## src/design/btk_pkg.sv

```systemverilog
package btk_pkg;

    typedef enum logic [1:0] {
        OP_TICK  = 2'd0,
        OP_SYNC  = 2'd1,
        OP_START = 2'd2,
        OP_NOP   = 2'd3
    } btk_op_t;

    localparam int unsigned CFG_IDX_W = 1;
    localparam logic [CFG_IDX_W-1:0] CFG_ALARM_PERIOD  = 1'd0;
    localparam logic [CFG_IDX_W-1:0] CFG_START_ON_SYNC = 1'd1;
    localparam int unsigned CFG_DATA_W = 24;
    localparam logic [23:0] ALARM_PERIOD_RESET = 24'd8640;

    localparam logic [16:0] BEAT_LAST = 17'd99999;

    // sync arithmetic constants
    localparam logic [9:0] MS_PER_SEC = 10'd1000;
    // rounding half (1000) + zone shift (3600 s * 2000) - twice the era offset in ms
    localparam logic signed [49:0] Y_BIAS = -50'sd4417970399000;
    // seconds-of-day modulus over 1024: 86400 * 2000 / 1024
    localparam int unsigned MOD_M = 168750;
    localparam logic [15:0] FOLD_C = 16'd36076;
    localparam logic [40:0] MOD_BIAS = 41'd549755943750;
    localparam logic [24:0] RECIP_125 = 25'd17179870;
    localparam logic [22:0] RECIP_27 = 23'd4971027;
    localparam logic [6:0] TOD_TO_BEAT_MUL = 7'd125;

    localparam int unsigned FRONT_STAGES = 14;
    localparam int unsigned LO_STAGES = 7;
    localparam int unsigned FIFO_DEPTH = 4;
    localparam int unsigned FIFO_AW = 2;

    typedef struct packed {
        logic [1:0]  op;
        logic [47:0] client_send_ms;
        logic [47:0] client_recv_ms;
        logic [31:0] server_recv_sec;
        logic [31:0] server_recv_frac;
        logic [31:0] server_xmit_sec;
        logic [31:0] server_xmit_frac;
    } in_beat_t;

    typedef struct packed {
        logic [16:0] beat_value;
        logic        beat_advanced;
        logic        is_running;
    } out_beat_t;

    typedef struct packed {
        logic [1:0]  op;
        logic [16:0] load_beat;
    } btk_cmd_t;

    typedef struct packed {
        logic [23:0] alarm_period;
        logic        start_on_sync;
    } btk_cfg_t;

endpackage

```

## src/design/btk_front.sv

```systemverilog
module btk_front import btk_pkg::*; (
    input  logic     aclk,
    input  logic     aresetn,
    input  logic     in_valid,
    input  in_beat_t in_data,
    output logic     in_ready,
    output logic     cmd_valid,
    output btk_cmd_t cmd_data,
    input  logic     cmd_ready
);

    logic [FRONT_STAGES-1:0] vld_reg;
    logic [1:0]              op_reg [FRONT_STAGES];
    logic [5:0]              lo_reg [LO_STAGES];

    logic [41:0]        s1_sr_reg;
    logic [41:0]        s1_sx_reg;
    logic [9:0]         s1_fr_reg;
    logic [9:0]         s1_fx_reg;
    logic signed [48:0] s1_dt_reg;
    logic [42:0]        s2_sum_reg;
    logic signed [48:0] s2_dt_reg;
    logic signed [49:0] s3_y_reg;
    logic [40:0]        s4_zp_reg;
    logic [36:0]        f1_reg;
    logic [32:0]        f2_reg;
    logic [28:0]        f3_reg;
    logic [24:0]        f4_reg;
    logic [21:0]        f5_reg;
    logic [20:0]        f6_reg;
    logic [23:0]        x_reg;
    logic [48:0]        d1_reg;
    logic [23:0]        d2_reg;
    logic [44:0]        d3_reg;

    logic        en;
    logic [41:0] fr_prod;
    logic [41:0] fx_prod;
    logic [20:0] rem;
    logic [16:0] tod;

    assign en       = !vld_reg[FRONT_STAGES-1] || cmd_ready;
    assign in_ready = en;

    assign fr_prod = 42'(in_data.server_recv_frac) * 42'(MS_PER_SEC);
    assign fx_prod = 42'(in_data.server_xmit_frac) * 42'(MS_PER_SEC);

    // final reduction of the folded value, below seven moduli
    always_comb begin
        rem = f6_reg;
        for (int k = 1; k < 7; k++) begin
            if (f6_reg >= 21'(k * MOD_M)) begin
                rem = f6_reg - 21'(k * MOD_M);
            end
        end
    end

    assign tod = d1_reg[47:31];

    always_ff @(posedge aclk) begin
        if (!aresetn) begin
            vld_reg <= '0;
        end else if (en) begin
            vld_reg <= {vld_reg[FRONT_STAGES-2:0], in_valid};
        end
    end

    always_ff @(posedge aclk) begin
        if (en) begin
            op_reg[0] <= in_data.op;
            for (int i = 1; i < FRONT_STAGES; i++) begin
                op_reg[i] <= op_reg[i-1];
            end
            lo_reg[0] <= s3_y_reg[9:4];
            for (int i = 1; i < LO_STAGES; i++) begin
                lo_reg[i] <= lo_reg[i-1];
            end

            // server times in ms, client round trip
            s1_sr_reg <= 42'(in_data.server_recv_sec) * 42'(MS_PER_SEC);
            s1_sx_reg <= 42'(in_data.server_xmit_sec) * 42'(MS_PER_SEC);
            s1_fr_reg <= fr_prod[41:32];
            s1_fx_reg <= fx_prod[41:32];
            s1_dt_reg <= $signed({1'b0, in_data.client_recv_ms})
                         - $signed({1'b0, in_data.client_send_ms});

            s2_sum_reg <= 43'(s1_sr_reg) + 43'(s1_sx_reg) + 43'(s1_fr_reg) + 43'(s1_fx_reg);
            s2_dt_reg  <= s1_dt_reg;

            s3_y_reg <= 50'(s2_dt_reg) + $signed({7'd0, s2_sum_reg}) + Y_BIAS;

            // floor by 1024, biased positive by a multiple of the modulus
            s4_zp_reg <= 41'(s3_y_reg >>> 10) + MOD_BIAS;

            // fold high bits back with 2^20 mod modulus
            f1_reg <= 37'(s4_zp_reg[40:20]) * 37'(FOLD_C) + 37'(s4_zp_reg[19:0]);
            f2_reg <= 33'(f1_reg[36:20]) * 33'(FOLD_C) + 33'(f1_reg[19:0]);
            f3_reg <= 29'(f2_reg[32:20]) * 29'(FOLD_C) + 29'(f2_reg[19:0]);
            f4_reg <= 25'(f3_reg[28:20]) * 25'(FOLD_C) + 25'(f3_reg[19:0]);
            f5_reg <= 22'(f4_reg[24:20]) * 22'(FOLD_C) + 22'(f4_reg[19:0]);
            f6_reg <= 21'(f5_reg[21:20]) * 21'(FOLD_C) + 21'(f5_reg[19:0]);

            x_reg <= {rem[17:0], lo_reg[LO_STAGES-1]};

            // seconds of day = x / 125, then beats = tod * 125 / 108
            d1_reg <= 49'(x_reg) * 49'(RECIP_125);
            d2_reg <= 24'(tod) * 24'(TOD_TO_BEAT_MUL);
            d3_reg <= 45'(d2_reg[23:2]) * 45'(RECIP_27);
        end
    end

    assign cmd_valid          = vld_reg[FRONT_STAGES-1];
    assign cmd_data.op        = op_reg[FRONT_STAGES-1];
    assign cmd_data.load_beat = d3_reg[43:27];

endmodule

```

## src/design/btk_fifo.sv

```systemverilog
module btk_fifo import btk_pkg::*; (
    input  logic     aclk,
    input  logic     aresetn,
    input  logic     push_valid,
    input  btk_cmd_t push_data,
    output logic     push_ready,
    output logic     pop_valid,
    output btk_cmd_t pop_data,
    input  logic     pop
);

    btk_cmd_t             mem_reg [FIFO_DEPTH];
    logic [FIFO_AW-1:0]   wr_ptr_reg;
    logic [FIFO_AW-1:0]   wr_ptr_next;
    logic [FIFO_AW-1:0]   rd_ptr_reg;
    logic [FIFO_AW-1:0]   rd_ptr_next;
    logic [FIFO_AW:0]     count_reg;
    logic [FIFO_AW:0]     count_next;
    logic                 do_push;
    logic                 do_pop;

    assign push_ready = count_reg != (FIFO_AW+1)'(FIFO_DEPTH);
    assign pop_valid  = count_reg != '0;
    assign pop_data   = mem_reg[rd_ptr_reg];
    assign do_push    = push_valid && push_ready;
    assign do_pop     = pop && pop_valid;

    always_comb begin
        wr_ptr_next = do_push ? wr_ptr_reg + 1'b1 : wr_ptr_reg;
        rd_ptr_next = do_pop ? rd_ptr_reg + 1'b1 : rd_ptr_reg;
        count_next  = count_reg;
        if (do_push && !do_pop) begin
            count_next = count_reg + 1'b1;
        end else if (do_pop && !do_push) begin
            count_next = count_reg - 1'b1;
        end
    end

    always_ff @(posedge aclk) begin
        if (!aresetn) begin
            wr_ptr_reg <= '0;
            rd_ptr_reg <= '0;
            count_reg  <= '0;
        end else begin
            wr_ptr_reg <= wr_ptr_next;
            rd_ptr_reg <= rd_ptr_next;
            count_reg  <= count_next;
        end
    end

    always_ff @(posedge aclk) begin
        if (do_push) begin
            mem_reg[wr_ptr_reg] <= push_data;
        end
    end

endmodule

```

## src/design/btk_back.sv

```systemverilog
module btk_back import btk_pkg::*; (
    input  logic      aclk,
    input  logic      aresetn,
    input  btk_cfg_t  cfg,
    input  logic      cmd_valid,
    input  btk_cmd_t  cmd_data,
    output logic      cmd_pop,
    output logic      out_valid,
    output out_beat_t out_data,
    input  logic      out_ready
);

    logic [16:0] beat_count_reg;
    logic [16:0] beat_count_next;
    logic [23:0] prescale_reg;
    logic [23:0] prescale_next;
    logic        running_reg;
    logic        running_next;
    logic        out_valid_reg;
    logic        out_valid_next;
    out_beat_t   out_data_reg;
    out_beat_t   out_data_next;
    logic        advanced;
    logic [23:0] prescale_inc;

    assign cmd_pop      = cmd_valid && (!out_valid_reg || out_ready);
    assign prescale_inc = prescale_reg + 1'b1;

    always_comb begin
        beat_count_next = beat_count_reg;
        prescale_next   = prescale_reg;
        running_next    = running_reg;
        advanced        = 1'b0;
        case (cmd_data.op)
            OP_TICK: begin
                if (running_reg) begin
                    prescale_next = prescale_inc;
                    if (prescale_inc >= cfg.alarm_period) begin
                        prescale_next   = '0;
                        advanced        = 1'b1;
                        beat_count_next = (beat_count_reg >= BEAT_LAST) ? '0
                                          : beat_count_reg + 1'b1;
                    end
                end
            end
            OP_SYNC: begin
                beat_count_next = cmd_data.load_beat;
                if (cfg.start_on_sync) begin
                    running_next = 1'b1;
                end
            end
            OP_START: begin
                running_next = 1'b1;
            end
            default: begin
            end
        endcase
        out_data_next.beat_value    = beat_count_next;
        out_data_next.beat_advanced = advanced;
        out_data_next.is_running    = running_next;
        out_valid_next = cmd_pop || (out_valid_reg && !out_ready);
    end

    always_ff @(posedge aclk) begin
        if (!aresetn) begin
            beat_count_reg <= '0;
            prescale_reg   <= '0;
            running_reg    <= 1'b0;
            out_valid_reg  <= 1'b0;
        end else begin
            out_valid_reg <= out_valid_next;
            if (cmd_pop) begin
                beat_count_reg <= beat_count_next;
                prescale_reg   <= prescale_next;
                running_reg    <= running_next;
            end
        end
    end

    always_ff @(posedge aclk) begin
        if (cmd_pop) begin
            out_data_reg <= out_data_next;
        end
    end

    assign out_valid = out_valid_reg;
    assign out_data  = out_data_reg;

endmodule

```

## src/design/beat_time_keeper_with_ntp_sync.sv

```systemverilog
// Time-of-day clock in centibeats (0..99999) with SNTP-based loading. Every beat on the
// s_ channel yields exactly one beat on the m_ channel, in order: a tick advances the
// prescaler while running, a sync loads the count from the four exchange timestamps
// (rounded to whole seconds, shifted to UTC+1) and, if start_on_sync is set, starts the
// clock; a start sets the clock running. One beat is taken per cycle unless m_ready
// stalls; the rate is set by the state update in the back end, which applies one beat
// per cycle. Each beat runs through a 14-stage arithmetic pipeline (millisecond
// conversion, folded modulo reduction, reciprocal multiplies) and a 4-entry queue. The
// user writes registers through cfg_we/cfg_index/cfg_wdata only while no beat is in
// flight (index 0 alarm_period, index 1 start_on_sync); the block does not enforce this.
module beat_time_keeper_with_ntp_sync import btk_pkg::*; (
    input  logic                  aclk,
    input  logic                  aresetn,
    input  logic                  s_valid,
    output logic                  s_ready,
    input  in_beat_t              s_data,
    output logic                  m_valid,
    input  logic                  m_ready,
    output out_beat_t             m_data,
    input  logic                  cfg_we,
    input  logic [CFG_IDX_W-1:0]  cfg_index,
    input  logic [CFG_DATA_W-1:0] cfg_wdata
);

    logic [23:0] alarm_period_reg;
    logic [23:0] alarm_period_next;
    logic        start_on_sync_reg;
    logic        start_on_sync_next;
    btk_cfg_t    cfg;

    logic     f_valid;
    btk_cmd_t f_data;
    logic     q_ready;
    logic     q_valid;
    btk_cmd_t q_data;
    logic     q_pop;

    always_comb begin
        alarm_period_next  = alarm_period_reg;
        start_on_sync_next = start_on_sync_reg;
        if (cfg_we) begin
            case (cfg_index)
                CFG_ALARM_PERIOD:  alarm_period_next  = cfg_wdata[23:0];
                CFG_START_ON_SYNC: start_on_sync_next = cfg_wdata[0];
                default: begin
                end
            endcase
        end
    end

    always_ff @(posedge aclk) begin
        if (!aresetn) begin
            alarm_period_reg  <= ALARM_PERIOD_RESET;
            start_on_sync_reg <= 1'b0;
        end else begin
            alarm_period_reg  <= alarm_period_next;
            start_on_sync_reg <= start_on_sync_next;
        end
    end

    assign cfg.alarm_period  = alarm_period_reg;
    assign cfg.start_on_sync = start_on_sync_reg;

    btk_front u_front (
        .aclk      (aclk),
        .aresetn   (aresetn),
        .in_valid  (s_valid),
        .in_data   (s_data),
        .in_ready  (s_ready),
        .cmd_valid (f_valid),
        .cmd_data  (f_data),
        .cmd_ready (q_ready)
    );

    btk_fifo u_fifo (
        .aclk       (aclk),
        .aresetn    (aresetn),
        .push_valid (f_valid),
        .push_data  (f_data),
        .push_ready (q_ready),
        .pop_valid  (q_valid),
        .pop_data   (q_data),
        .pop        (q_pop)
    );

    btk_back u_back (
        .aclk      (aclk),
        .aresetn   (aresetn),
        .cfg       (cfg),
        .cmd_valid (q_valid),
        .cmd_data  (q_data),
        .cmd_pop   (q_pop),
        .out_valid (m_valid),
        .out_data  (m_data),
        .out_ready (m_ready)
    );

    assert property (@(posedge aclk) disable iff (!aresetn)
        m_valid |-> m_data.beat_value <= BEAT_LAST)
        else $error("beat value beyond end of day");

    assert property (@(posedge aclk) disable iff (!aresetn)
        m_valid && m_data.beat_advanced |-> m_data.is_running)
        else $error("beat advanced while stopped");

    assert property (@(posedge aclk) disable iff (!aresetn)
        !s_ready |-> f_valid && !q_ready)
        else $error("input stalled without a full queue");

    assert property (@(posedge aclk) disable iff (!aresetn)
        q_pop |-> q_valid)
        else $error("pop from empty queue");

endmodule

```

## config.mk

```make
export PLATFORM = sky130hd
export DESIGN_NAME = beat_time_keeper_with_ntp_sync
export DESIGN_NICKNAME = d
export VERILOG_FILES = /design/src/design/btk_pkg.sv /design/src/design/btk_front.sv /design/src/design/btk_fifo.sv /design/src/design/btk_back.sv /design/src/design/beat_time_keeper_with_ntp_sync.sv
export SDC_FILE = /design/constraint.sdc
export NUM_CORES = 2
export LEC_CHECK = 0
export BUFFER_PORTS_ARGS = -buffer_cell sky130_fd_sc_hd__buf_2
export CELL_PAD_IN_SITES_DETAIL_PLACEMENT = 1
export CELL_PAD_IN_SITES_GLOBAL_PLACEMENT = 2
export CORE_UTILIZATION = 48
export CTS_BUF_LIST = sky130_fd_sc_hd__clkbuf_8
export CTS_CLUSTER_SIZE = 12
export DETAILED_ROUTE_END_ITERATION = 16
export PLACE_DENSITY = 0.88
export SYNTH_ARGS = -nofsm -noshare
export SYNTH_HDL_FRONTEND = slang
export SYNTH_SLANG_ARGS = --single-unit
```

## constraint.sdc

```tcl
create_clock -name aclk -period 39.4 [get_ports aclk]
set_input_delay 1.97 -clock aclk [delete_from_list [all_inputs] [get_ports aclk]]
set_output_delay 1.97 -clock aclk [all_outputs]
set_load 0.02 [all_outputs]
```

==> key figures <==
Clock tree
  – Post_cts resized: 0
  – Longest Clk Path Bufs: 3
  – Hold Buf Count CTS: 0
  – Clock-pin transition on the worst setup and hold timing paths: 0.06 ns
  – CTS tree: yes
  – Clock Sinks: 829
  – Worst-skew pair later-pin latency: 0.95 ns
  – Clk root buf: clkbuf_8
  – Setup repair bufs after CTS: 0
  – TritonCTS Buffers: 159
  – H-tree Lvls: 4

Setup path
  – Worst R2R Start: u_front.s4_zp_reg[26]
  – Crit path launch type: flip-flop
  – Max Fanout on Critical Path: 6
  – CP max stage cell: edfxtp_1
  – Crit path required time: 40.07 ns
  – CP top delay family: adder cells
  – CP peak stage delay: 0.58 ns
  – Worst path bufs/invs: 6
  – Worst Setup SP: u_front.s4_zp_reg[26]
  – Setup CP Type: flip-flop to flip-flop
  – CP arrival: 8.37 ns
  – Most used cell, CP: inv_1
  – CP endpoint kind: flip-flop

Layout
  – Commonest non-fill, non-tap cell in the layout: inv_1
  – Share of post-route cells with drive strength above 1: 6.40%
  – Max reg flops: 76
  – Area grow syn2layout: 8.21%
  – Fin nets: 12,300
  – Commonest cells after routing, fill and taps aside: 1,711 x inv_1, 1,686 x ha_1, 1,174 x fa_1

Floorplan
  – Initial core utilization: 48.3%
  – Die height: 450 um
  – Std-Cell Rows: 164
  – Area of the core: 0.200 mm2
  – I/O pins: 277
  – Die ar.: 0.203 mm2
  – Die Span X: 450 um

Detailed routing
  – Residual DRC: 0
  – Iteration-0 DRC Markers: 2,433
  – Drt via density: 5.40
  – Total number of vias: 65,000
  – Met3 WL post-DR: 6.63 mm
  – Met1 wire length: 98.4 mm
  – Drt wl/cell: 19.7 um
  – Routed WL: 236 mm
  – Metal2 WL: 124 mm
  – Top layer in use: met5
  – First drt pass iteration count: 5
  – ANT nets after route: 0

Synth
  – Biggest area consumer among synthesized cells: fa_1
  – Top cells by area, synth: fa_1 24%, edfxtp_1 23%, ha_1 22%
  – Ys Warns: 0
  – Cells after Synth: 8,847
  – Main synth FF type: edfxtp_1
  – Synth top area share: 24.4%
  – Post-synth cell types: 92
  – Number of synthesized flops with an enable pin: 738
  – Avg Cell Area, Syn: 10.9 um2
  – Register area share after synthesis: 24.9%
  – Syn_nets: 12,000
  – FF+latch count, synth: 829
  – Synthesized cell area: 0.0963 mm2
  – Synth async-reset ratio: 0%

Flow run
  – Max_cap viols: 0

Global route
  – Overflow after GRT: 0
  – Pin count of the biggest net entering global routing: 175
  – Vias in the first global route: 74,100
  – Initial antenna violation count: 20
  – First-pass GRT wire length: 387 mm
  – GRT Total Usage: 23.8%

STA
  – Relative slew slack: 23.6%
  – FMAX: 130 MHz
  – Slew at the pin closest to its max-slew limit: 1.14 ns
  – Fin Clk Skew: 0.0605 ns
  – Max-slew violations: 0
  – Setup-failing EPs final: 0
  – Setup TNS: 0 ns
  – Hold Vio Cnt, Final: 0
  – Period utilisation layout: 19.6%
  – Worst setup margin: 31.69 ns
  – Fin crit period: 7.71 ns
  – Unrepaired setup endpoints after global routing: false
  – Worst hold slack: 0.392 ns

Placed design
  – Pre-CTS WS: 31.49 ns
  – GP Congestion: 0.865
  – PortBufs: 276
  – DP HPWL: 200 mm

Min path
  – Min-delay src: u_front.f5_reg[0]
  – HP Class: flip-flop to flip-flop

Status
  – Outcome: completed
## worst reg2reg max path: cells and delay by family (launching register included)
kind                       cells  cell delay [ns]
buffers and inverters          6             0.30
adders and majority gates      8             3.36
and+or+nand+nor                8             1.70
DFF                            1             0.58
xor gates and xnor gates       2             0.24
AOI/OAI and AO/OA              5             1.30
## metal layers
layer / vias to the layer above / GRT usage (%)
met1: 33000 / 28.7
met2: 878 / 44.2
met5: - / 0
li1: 30800 / -
met4: 16 / 6.98
met3: 345 / 2.82
## metrics by stage
| stage | instances | util, % | cell area, um2 |
|---|---|---|---|
| floorplan | 8847 | - | 96300 |
| detailed placement | 11700 | 50.6 | 101000 |
| global placement | 11700 | 50.6 | 101000 |
| global route | 12000 | 52.2 | 104000 |
| finish | 12000 | 52.2 | 104000 |
| CTS | 12000 | 52.2 | 104000 |
## kinds of logic (layout without fill, tap and decap cells)
logic type,after synthesis,after routing,synth area share (%)
flip-flops,829,829,24.9
AND/OR/NAND/NOR,1338,1338,6.67
other,0,13,0
buffers and inverters,1755,2265,6.84
AO/OA/AOI/OAI,1478,1478,9.69
XOR/XNOR,565,565,5.14
multiplexers,22,22,0.475
adder cells (fa/ha/maj),2860,2860,46.3
## synthesized netlist by cell type (56+ instances only)
library cell,count
o21ai_0,255
inv_1,1674
a21oi_1,519
edfxtp_1,738
nor3_1,106
and3_1,58
fa_1,1174
xnor2_1,395
ha_1,1686
nand4_1,56
o21bai_1,77
nor2_1,339
o21a_1,64
nand2_1,388
a31oi_1,65
a21o_1,205
nand3_1,118
clkbuf_1,70
dfxtp_1,91
xor2_1,170
## worst paths after layout
kind	to	slack (ns)	depth (start not counted)
max	u_front.f1_reg[34]	31.69	29
min	u_front.f6_reg[0]	0.39	0
max reg2reg	u_front.f1_reg[34]	31.69	29
min reg2reg	u_front.f6_reg[0]	0.39	0
## layout make-up
type                            instances  area, um2
Fill cell                           21700      95400
Multi-Input combinational cell       6263      65800
Sequential cell                       829      24000
Inverter                             1675       6290
Tap cell                             2656       3320
Clock buffer                          160       2200
Timing Repair Buffer                  303       1600
Clock inverter                        127       1040
Antenna cell                           13       32.5
Power is left out: the tool's default activity adds up to more than one toggle a clock period on the data nets, which glitch-free logic cannot reach.
